===== src/rtl/core/rp2y_pkg.sv =====
`default_nettype none
package rp2y_pkg;

	localparam logic [15:0] K_YR = 16'd19595;
	localparam logic [15:0] K_YG = 16'd38470;
	localparam logic [15:0] K_YB = 16'd7471;
	localparam logic [15:0] K_U  = 16'd36962;
	localparam logic [15:0] K_V  = 16'd46727;

	localparam logic signed [25:0] CHROMA_OFFSET = 26'sd8388608;

	typedef struct packed {
		logic [7:0] r;
		logic [7:0] g;
		logic [7:0] b;
	} pix_t;

	typedef struct packed {
		logic [7:0] y0;
		logic [7:0] y1;
		logic [7:0] r0;
		logic [7:0] b0;
		logic [7:0] r1;
		logic [7:0] b1;
		logic       last;
	} luma_item_t;

	typedef struct packed {
		logic [7:0] y0;
		logic [7:0] u;
		logic [7:0] y1;
		logic [7:0] v;
		logic       last;
	} yuv_item_t;

endpackage
`default_nettype wire


===== src/rtl/core/rp2y_luma.sv =====
`default_nettype none
module rp2y_luma (
	input  wire                      clk,
	input  wire                      arst_n,
	input  wire                      in_valid,
	output logic                     in_ready,
	input  rp2y_pkg::pix_t           pix0,
	input  rp2y_pkg::pix_t           pix1,
	input  wire                      last,
	output logic                     out_valid,
	input  wire                      out_ready,
	output rp2y_pkg::luma_item_t     out_item
);
	import rp2y_pkg::*;

	logic        v_s1, v_s2;
	logic        en1, en2;
	logic [23:0] pr0_s1, pg0_s1, pb0_s1, pr1_s1, pg1_s1, pb1_s1;
	logic [7:0]  r0_s1, b0_s1, r1_s1, b1_s1;
	logic        last_s1;
	luma_item_t  item_s2;
	logic [23:0] sum0, sum1;

	assign en2      = !v_s2 || out_ready;
	assign en1      = !v_s1 || en2;
	assign in_ready = en1;

	always_ff @(posedge clk or negedge arst_n) begin
		if (!arst_n) begin
			v_s1 <= 1'b0;
			v_s2 <= 1'b0;
		end else begin
			if (en1) begin
				v_s1 <= in_valid;
			end
			if (en2) begin
				v_s2 <= v_s1;
			end
		end
	end

	always_ff @(posedge clk) begin
		if (en1) begin
			pr0_s1  <= 24'(pix0.r) * 24'(K_YR);
			pg0_s1  <= 24'(pix0.g) * 24'(K_YG);
			pb0_s1  <= 24'(pix0.b) * 24'(K_YB);
			pr1_s1  <= 24'(pix1.r) * 24'(K_YR);
			pg1_s1  <= 24'(pix1.g) * 24'(K_YG);
			pb1_s1  <= 24'(pix1.b) * 24'(K_YB);
			r0_s1   <= pix0.r;
			b0_s1   <= pix0.b;
			r1_s1   <= pix1.r;
			b1_s1   <= pix1.b;
			last_s1 <= last;
		end
	end

	assign sum0 = pr0_s1 + pg0_s1 + pb0_s1;
	assign sum1 = pr1_s1 + pg1_s1 + pb1_s1;

	always_ff @(posedge clk) begin
		if (en2) begin
			item_s2.y0   <= sum0[23:16];
			item_s2.y1   <= sum1[23:16];
			item_s2.r0   <= r0_s1;
			item_s2.b0   <= b0_s1;
			item_s2.r1   <= r1_s1;
			item_s2.b1   <= b1_s1;
			item_s2.last <= last_s1;
		end
	end

	assign out_valid = v_s2;
	assign out_item  = item_s2;

	a_full_when_blocked: assert property (@(posedge clk) disable iff (!arst_n)
		!in_ready |-> (v_s1 && v_s2))
		else $error("luma: input blocked with a free stage");

	a_accept_lands: assert property (@(posedge clk) disable iff (!arst_n)
		(in_valid && in_ready) |=> v_s1)
		else $error("luma: accepted item lost in stage 1");

	a_advance_lands: assert property (@(posedge clk) disable iff (!arst_n)
		(v_s1 && en2) |=> v_s2)
		else $error("luma: item lost between stage 1 and stage 2");

endmodule
`default_nettype wire


===== src/rtl/core/rp2y_chroma.sv =====
`default_nettype none
module rp2y_chroma (
	input  wire                      clk,
	input  wire                      arst_n,
	input  wire                      in_valid,
	output logic                     in_ready,
	input  rp2y_pkg::luma_item_t     in_item,
	output logic                     out_valid,
	input  wire                      out_ready,
	output rp2y_pkg::yuv_item_t      out_item
);
	import rp2y_pkg::*;

	function automatic logic signed [9:0] trunc_frac(input logic signed [24:0] p);
		logic signed [25:0] acc;
		logic [9:0]         q;
		acc = 26'(p) + CHROMA_OFFSET;
		q   = acc[25:16] + {9'd0, acc[25] && (acc[15:0] != 16'd0)};
		return $signed(q);
	endfunction

	function automatic logic [7:0] avg_clip(input logic signed [9:0] a,
		input logic signed [9:0] b);
		logic signed [10:0] s;
		logic [9:0]         h;
		logic signed [9:0]  hs;
		s  = 11'(a) + 11'(b);
		h  = s[10:1] + {9'd0, s[10] && s[0]};
		hs = $signed(h);
		if (hs < 10'sd0) begin
			return 8'd0;
		end else if (hs > 10'sd255) begin
			return 8'd255;
		end
		return h[7:0];
	endfunction

	logic                    v_s3, v_s4, v_s5;
	logic                    en3, en4, en5;
	logic signed [8:0]       du0, du1, dv0, dv1;
	logic signed [24:0]      pu0_s3, pu1_s3, pv0_s3, pv1_s3;
	logic [7:0]              y0_s3, y1_s3, y0_s4, y1_s4;
	logic                    last_s3, last_s4;
	logic signed [9:0]       cu0_s4, cu1_s4, cv0_s4, cv1_s4;
	yuv_item_t               item_s5;

	assign en5      = !v_s5 || out_ready;
	assign en4      = !v_s4 || en5;
	assign en3      = !v_s3 || en4;
	assign in_ready = en3;

	always_ff @(posedge clk or negedge arst_n) begin
		if (!arst_n) begin
			v_s3 <= 1'b0;
			v_s4 <= 1'b0;
			v_s5 <= 1'b0;
		end else begin
			if (en3) begin
				v_s3 <= in_valid;
			end
			if (en4) begin
				v_s4 <= v_s3;
			end
			if (en5) begin
				v_s5 <= v_s4;
			end
		end
	end

	assign du0 = $signed({1'b0, in_item.b0}) - $signed({1'b0, in_item.y0});
	assign du1 = $signed({1'b0, in_item.b1}) - $signed({1'b0, in_item.y1});
	assign dv0 = $signed({1'b0, in_item.r0}) - $signed({1'b0, in_item.y0});
	assign dv1 = $signed({1'b0, in_item.r1}) - $signed({1'b0, in_item.y1});

	always_ff @(posedge clk) begin
		if (en3) begin
			pu0_s3  <= 25'(du0) * 25'($signed({1'b0, K_U}));
			pu1_s3  <= 25'(du1) * 25'($signed({1'b0, K_U}));
			pv0_s3  <= 25'(dv0) * 25'($signed({1'b0, K_V}));
			pv1_s3  <= 25'(dv1) * 25'($signed({1'b0, K_V}));
			y0_s3   <= in_item.y0;
			y1_s3   <= in_item.y1;
			last_s3 <= in_item.last;
		end
	end

	always_ff @(posedge clk) begin
		if (en4) begin
			cu0_s4  <= trunc_frac(pu0_s3);
			cu1_s4  <= trunc_frac(pu1_s3);
			cv0_s4  <= trunc_frac(pv0_s3);
			cv1_s4  <= trunc_frac(pv1_s3);
			y0_s4   <= y0_s3;
			y1_s4   <= y1_s3;
			last_s4 <= last_s3;
		end
	end

	always_ff @(posedge clk) begin
		if (en5) begin
			item_s5.y0   <= y0_s4;
			item_s5.u    <= avg_clip(cu0_s4, cu1_s4);
			item_s5.y1   <= y1_s4;
			item_s5.v    <= avg_clip(cv0_s4, cv1_s4);
			item_s5.last <= last_s4;
		end
	end

	assign out_valid = v_s5;
	assign out_item  = item_s5;

	a_full_when_blocked: assert property (@(posedge clk) disable iff (!arst_n)
		!in_ready |-> (v_s3 && v_s4 && v_s5))
		else $error("chroma: input blocked with a free stage");

	a_chroma_range: assert property (@(posedge clk) disable iff (!arst_n)
		v_s4 |-> (cu0_s4 > -10'sd64 && cu0_s4 < 10'sd320
			&& cv1_s4 > -10'sd64 && cv1_s4 < 10'sd320))
		else $error("chroma: per-pixel chroma out of expected range");

	a_advance_lands: assert property (@(posedge clk) disable iff (!arst_n)
		(v_s3 && en4) |=> v_s4)
		else $error("chroma: item lost between stage 3 and stage 4");

endmodule
`default_nettype wire


===== src/rtl/core/rgb_pair_to_yuv422.sv =====
`default_nettype none
// RGB24 pixel pair to packed 4:2:2 (Y0 U Y1 V), BT.601 weights with 16-bit
// fraction coefficients. Takes one pair per clock while the output is
// taken; two stages form the luma (products, then sum), three form the
// chroma (difference times weight, offset and truncate, pair average and
// clip). Every stage holds its own valid bit, so bubbles collapse under
// backpressure; tready of the input falls only when all five stages hold
// items and the output is not taken.
// tlast marks the last pair of a frame and passes through unchanged.
module rgb_pair_to_yuv422 (
	input  wire         clk,
	input  wire         arst_n,
	input  wire         s_axis_tvalid,
	output logic        s_axis_tready,
	// red_first, green_first, blue_first, red_second, green_second, blue_second
	input  wire  [47:0] s_axis_tdata,
	input  wire         s_axis_tlast,
	output logic        m_axis_tvalid,
	input  wire         m_axis_tready,
	// luma_first, chroma_blue, luma_second, chroma_red
	output logic [31:0] m_axis_tdata,
	output logic        m_axis_tlast
);
	import rp2y_pkg::*;

	pix_t       pix0, pix1;
	luma_item_t luma_item;
	logic       luma_valid, chroma_ready;
	yuv_item_t  yuv_item;

	assign pix0.r = s_axis_tdata[7:0];
	assign pix0.g = s_axis_tdata[15:8];
	assign pix0.b = s_axis_tdata[23:16];
	assign pix1.r = s_axis_tdata[31:24];
	assign pix1.g = s_axis_tdata[39:32];
	assign pix1.b = s_axis_tdata[47:40];

	rp2y_luma u_luma (
		.clk       (clk),
		.arst_n    (arst_n),
		.in_valid  (s_axis_tvalid),
		.in_ready  (s_axis_tready),
		.pix0      (pix0),
		.pix1      (pix1),
		.last      (s_axis_tlast),
		.out_valid (luma_valid),
		.out_ready (chroma_ready),
		.out_item  (luma_item)
	);

	rp2y_chroma u_chroma (
		.clk       (clk),
		.arst_n    (arst_n),
		.in_valid  (luma_valid),
		.in_ready  (chroma_ready),
		.in_item   (luma_item),
		.out_valid (m_axis_tvalid),
		.out_ready (m_axis_tready),
		.out_item  (yuv_item)
	);

	assign m_axis_tdata = {yuv_item.v, yuv_item.y1, yuv_item.u, yuv_item.y0};
	assign m_axis_tlast = yuv_item.last;

endmodule
`default_nettype wire


===== config.mk =====
export PLATFORM = sky130hd
export DESIGN_NAME = rgb_pair_to_yuv422
export DESIGN_NICKNAME = d
export VERILOG_FILES = /design/src/rtl/core/rp2y_pkg.sv /design/src/rtl/core/rp2y_luma.sv /design/src/rtl/core/rp2y_chroma.sv /design/src/rtl/core/rgb_pair_to_yuv422.sv
export SDC_FILE = /design/constraint.sdc
export NUM_CORES = 2
export LEC_CHECK = 0
export BUFFER_PORTS_ARGS = -buffer_cell sky130_fd_sc_hd__buf_2
export CORE_MARGIN = 2
export CORE_UTILIZATION = 35
export CTS_CLUSTER_DIAMETER = 100
export DETAILED_ROUTE_END_ITERATION = 6
export SLEW_MARGIN = 10
export SYNTH_ARGS = -nofsm -noshare
export SYNTH_HDL_FRONTEND = slang
export SYNTH_SLANG_ARGS = --single-unit
export TNS_END_PERCENT = 1

===== constraint.sdc =====
create_clock -name clk -period 11.61 [get_ports clk]
set_input_delay 1.7415 -clock clk [delete_from_list [all_inputs] [get_ports clk]]
set_output_delay 1.7415 -clock clk [all_outputs]
set_load 0.03 [all_outputs]

==> run_results.csv <==
group,metric,value,unit
grt,grt_pass1_wl,120,mm
yosys,synth.area.top_cells,"edfxtp_1 33%, ha_1 26%, fa_1 14%, inv_1 5.6%, xnor2_1 4.2%",
detailed_routing,drt-total-wl,71.2,mm
placed_design,post-dp-hpwl,58.8,mm
critical_path,crit_fanout,9,
critical_path,critPathCaptureType,"flop",
critical_path,worst_r2r_path_depth,26,
yosys,synthArstFlopShare,1.18,%
grt,grt_pass1_vias,23500,
yosys,synth.ff_latch_count,422,
clocking,cts_tree,"yes",
yosys,yosysTopAreaCell,"edfxtp_1",
yosys,syn_inst,3230,
grt,grt_use_total,13.4,%
clocking,root_buffer,"clkbuf_16",
detailed_routing,vias,22600,
floorplan,ios,88,
cells_and_area,area_delta_synth_final,10.1,%
cells_and_area,nets,4480,
floorplan,die_height,332,µm
timing,hold_viol,0,
timing,rsz0062_at_grt,"false",
placed_design,gp_congestion,0.818,
detailed_routing,initialDrtViolationCount,985,
timing,setup_ws,4.51,ns
worst_hold_path,min_path_type,"reg -> reg",
detailed_routing,avgRoutedWirePerCell,14.8,µm
critical_path,r2r-end,"u_chroma.pv1_s3[23]$_DFFE_PP_",
critical_path,crit_type,"reg -> reg",
cells_and_area,drive_above_1_share,6.05,%
worst_hold_path,hold_start,"u_luma.r1_s1[2]$_DFFE_PP_",
yosys,yosysMostFrequentCell,"ha_1",
clocking,clock_path_buffers,3,
floorplan,initial_utilization,35.2,%
critical_path,r2r-start,"u_luma.out_item[33]$_DFFE_PP_",
timing,maxSlewHeadroom,17.8,%
clocking,cts.sinks,422,
floorplan,die_w,332,µm
timing,maxSlewViolCount,0,
detailed_routing,ant_nets,0,
yosys,ys_warn_count,0,
timing,worstMarginPinSlew,1.23,ns
placed_design,io_buffers,87,
grt,use_met1,18.6,%
grt,met2_usage,22.3,%
yosys,synth.distinct_cells,71,
detailed_routing,remaining_drc_errors,0,
yosys,synth_top_area_share,33.3,%
yosys,synth_edf_count,417,
critical_path,required,11.96,ns
critical_path,startpoint_type,"flop",
yosys,syn_area_per_cell,11.7,µm²
clocking,clock_latency,0.61,ns
status,outcome,"finished, final reports clean",
timing,fin_crit,7.10,ns
placed_design,pre_cts_ws,4.53,ns
grt,busiest_layer,"met2",
yosys,ys_dominant_reg_cell,"edfxtp_1",
clocking,cts_buffers,48,
critical_path,arrival,7.44,ns
cells_and_area,layout.cells.non_filler,4811,
worst_hold_path,hold_depth,0,
floorplan,num_rows,120,
grt,grt_use_met3,1.65,%
yosys,yosys-top-cells-count,"795 x ha_1, 558 x inv_1, 417 x edfxtp_1, 263 x fa_1, 179 x xnor2_1",
grt,grt-ovfl-total,0,
yosys,synth_nets,4341,
clocking,cts_hold_buf,0,
floorplan,coreArea,107000,µm²
worst_hold_path,worstHoldEndpoint,"u_luma.out_item[11]$_DFFE_PP_",
detailed_routing,via_per_inst,4.70,
timing,min_period_over_period,61.1,%
grt,grt_max_degree,82,
timing,fmaxAchievable,141,MHz
floorplan,fp.dieArea,110000,µm²
timing,finalSetupViolCount,0,
detailed_routing,dr.pass1.iters,5,
timing,fin_worst_skew,0.0360,ns
clocking,postCtsSetupBuffers,0,
critical_path,reg2reg_slack,4.51,ns
flow_run,cap_violations,0,
grt,antenna_found_initial,1,
placed_design,dp_cells,4722,
clocking,clkSlewWorstSetupHoldPaths,0.06,ns
yosys,ys_seq_area_share,33.6,%
clocking,cts_resized,0,
clocking,htreeDepth,2,
timing,finalSetupTns,0,ns
yosys,syn-cell-area,37600,µm²
## worst max-delay path, cell delays in order, from the launching register on
cell	delay [ns]
edfxtp_1	0.44
ha_1	0.23
fa_1	0.41
nor2b_1	0.12
o21ai_0	0.08
nand2b_1	0.12
a21o_1	0.13
a21o_1	0.16
xor2_1	0.64
inv_1	0.29
ha_1	0.36
inv_1	0.08
ha_1	0.14
inv_1	0.05
fa_1	0.46
fa_1	0.52
fa_1	0.52
inv_1	0.04
ha_1	0.31
o21ai_0	0.12
a21boi_0	0.23
o21ai_0	0.13
a211o_1	0.33
o21ai_0	0.45
a211oi_1	0.20
a22oi_1	0.21
xor2_1	0.09
## how the worst max path moves through the flow
stage / startpoint / slack, ns / cells past startpoint / endpoint
6_report: u_luma.out_item[33]$_DFFE_PP_ / 4.51 / 26 / u_chroma.pv1_s3[23]$_DFFE_PP_
5_1_grt: u_luma.out_item[33]$_DFFE_PP_ / 3.81 / 27 / u_chroma.pv1_s3[24]$_DFFE_PP_
4_1_cts: u_luma.out_item[33]$_DFFE_PP_ / 4.51 / 26 / u_chroma.pv1_s3[23]$_DFFE_PP_
3_5_place_dp: u_luma.out_item[34]$_DFFE_PP_ / 4.53 / 28 / u_chroma.pv1_s3[23]$_DFFE_PP_
3_3_place_gp: u_luma.out_item[33]$_DFFE_PP_ / 4.66 / 26 / u_chroma.pv1_s3[23]$_DFFE_PP_
2_1_floorplan: m_axis_tready / 3.13 / 4 / s_axis_tready
## cell families after synthesis
family	Yosys count	share of synthesized area [%]
and+or+nand+nor	453	6.07
buffers and inverters	562	5.61
DFF	422	33.6
xor gates and xnor gates	259	6.03
muxes	2	0.0532
adders and majority gates	1058	40.4
AOI/OAI and AO/OA	474	8.23
## registers in the layout, summed over array words and instances (netlist names), 10 cells and up
| signal | flops |
|---|---|
| u_chroma.pu1_s3 | 24 |
| u_chroma.pv0_s3 | 25 |
| u_luma.pb1_s1 | 20 |
| u_luma.pg1_s1 | 23 |
| u_chroma.cv1_s4 | 10 |
| u_luma.out_item | 49 |
| u_chroma.out_item | 33 |
| u_chroma.cv0_s4 | 10 |
| u_chroma.pu0_s3 | 24 |
| u_luma.pr1_s1 | 22 |
| u_chroma.pv1_s3 | 25 |
| u_luma.pr0_s1 | 22 |
| u_chroma.cu1_s4 | 10 |
| u_luma.pg0_s1 | 23 |
| u_chroma.cu0_s4 | 10 |
| u_luma.pb0_s1 | 20 |
## layout make-up
type	count	area [µm²]
Fill cell	10400	65500
Multi-Input combinational cell	2246	22900
Sequential cell	422	12600
Inverter	558	2090
Tap cell	1403	1760
Clock buffer	56	1230
Timing Repair Buffer	93	480
Clock inverter	32	315
Antenna cell	1	2.50
## layer usage
layer / wire (µm) / vias up
met5: 0 / -
met4: 1240 / 0
met3: 1740 / 65
met2: 32700 / 207
met1: 35500 / 10800
li1: - / 11600
## cell usage in the layout (no fill, tap or decap), types with 9 or more instances in the layout
cell type  netlist  routed
a211oi_1        14      14
edfxtp_1       417     417
a31o_2          10      10
a21oi_1        156     156
buf_2            1      87
nand4_1          9       9
xnor2_1        179     179
o211ai_1        10      10
or3_1           13      13
nor3_1          50      50
a31oi_1         18      18
nor2_1         110     110
o21ai_0         78      78
ha_1           795     795
nor4_1          18      18
o21a_1          29      29
fa_1           263     263
o21bai_1        20      20
and3_1          22      22
inv_1          558     557
xor2_1          80      80
or2_2           11      11
a21boi_0         9       9
clkbuf_16        0      48
a21o_1          59      59
nand2b_1        30      30
nor2b_1         35      35
nand2_1         74      72
nand3_1         58      57
clkinv_2         0       9
## through the flow
stage / hold slack, ns / cell area (µm²) / util, %
floorplan: 0.400 / 37600 / -
global placement: 0.401 / 39900 / 37.3
detailed placement: 0.405 / 39900 / 37.3
CTS: 0.411 / 41400 / 38.8
global route: 0.424 / 41400 / 38.8
finish: 0.411 / 41400 / 38.8
Power is left out: the tool's default activity adds up to more than one toggle a clock period on the data nets, which glitch-free logic cannot reach.
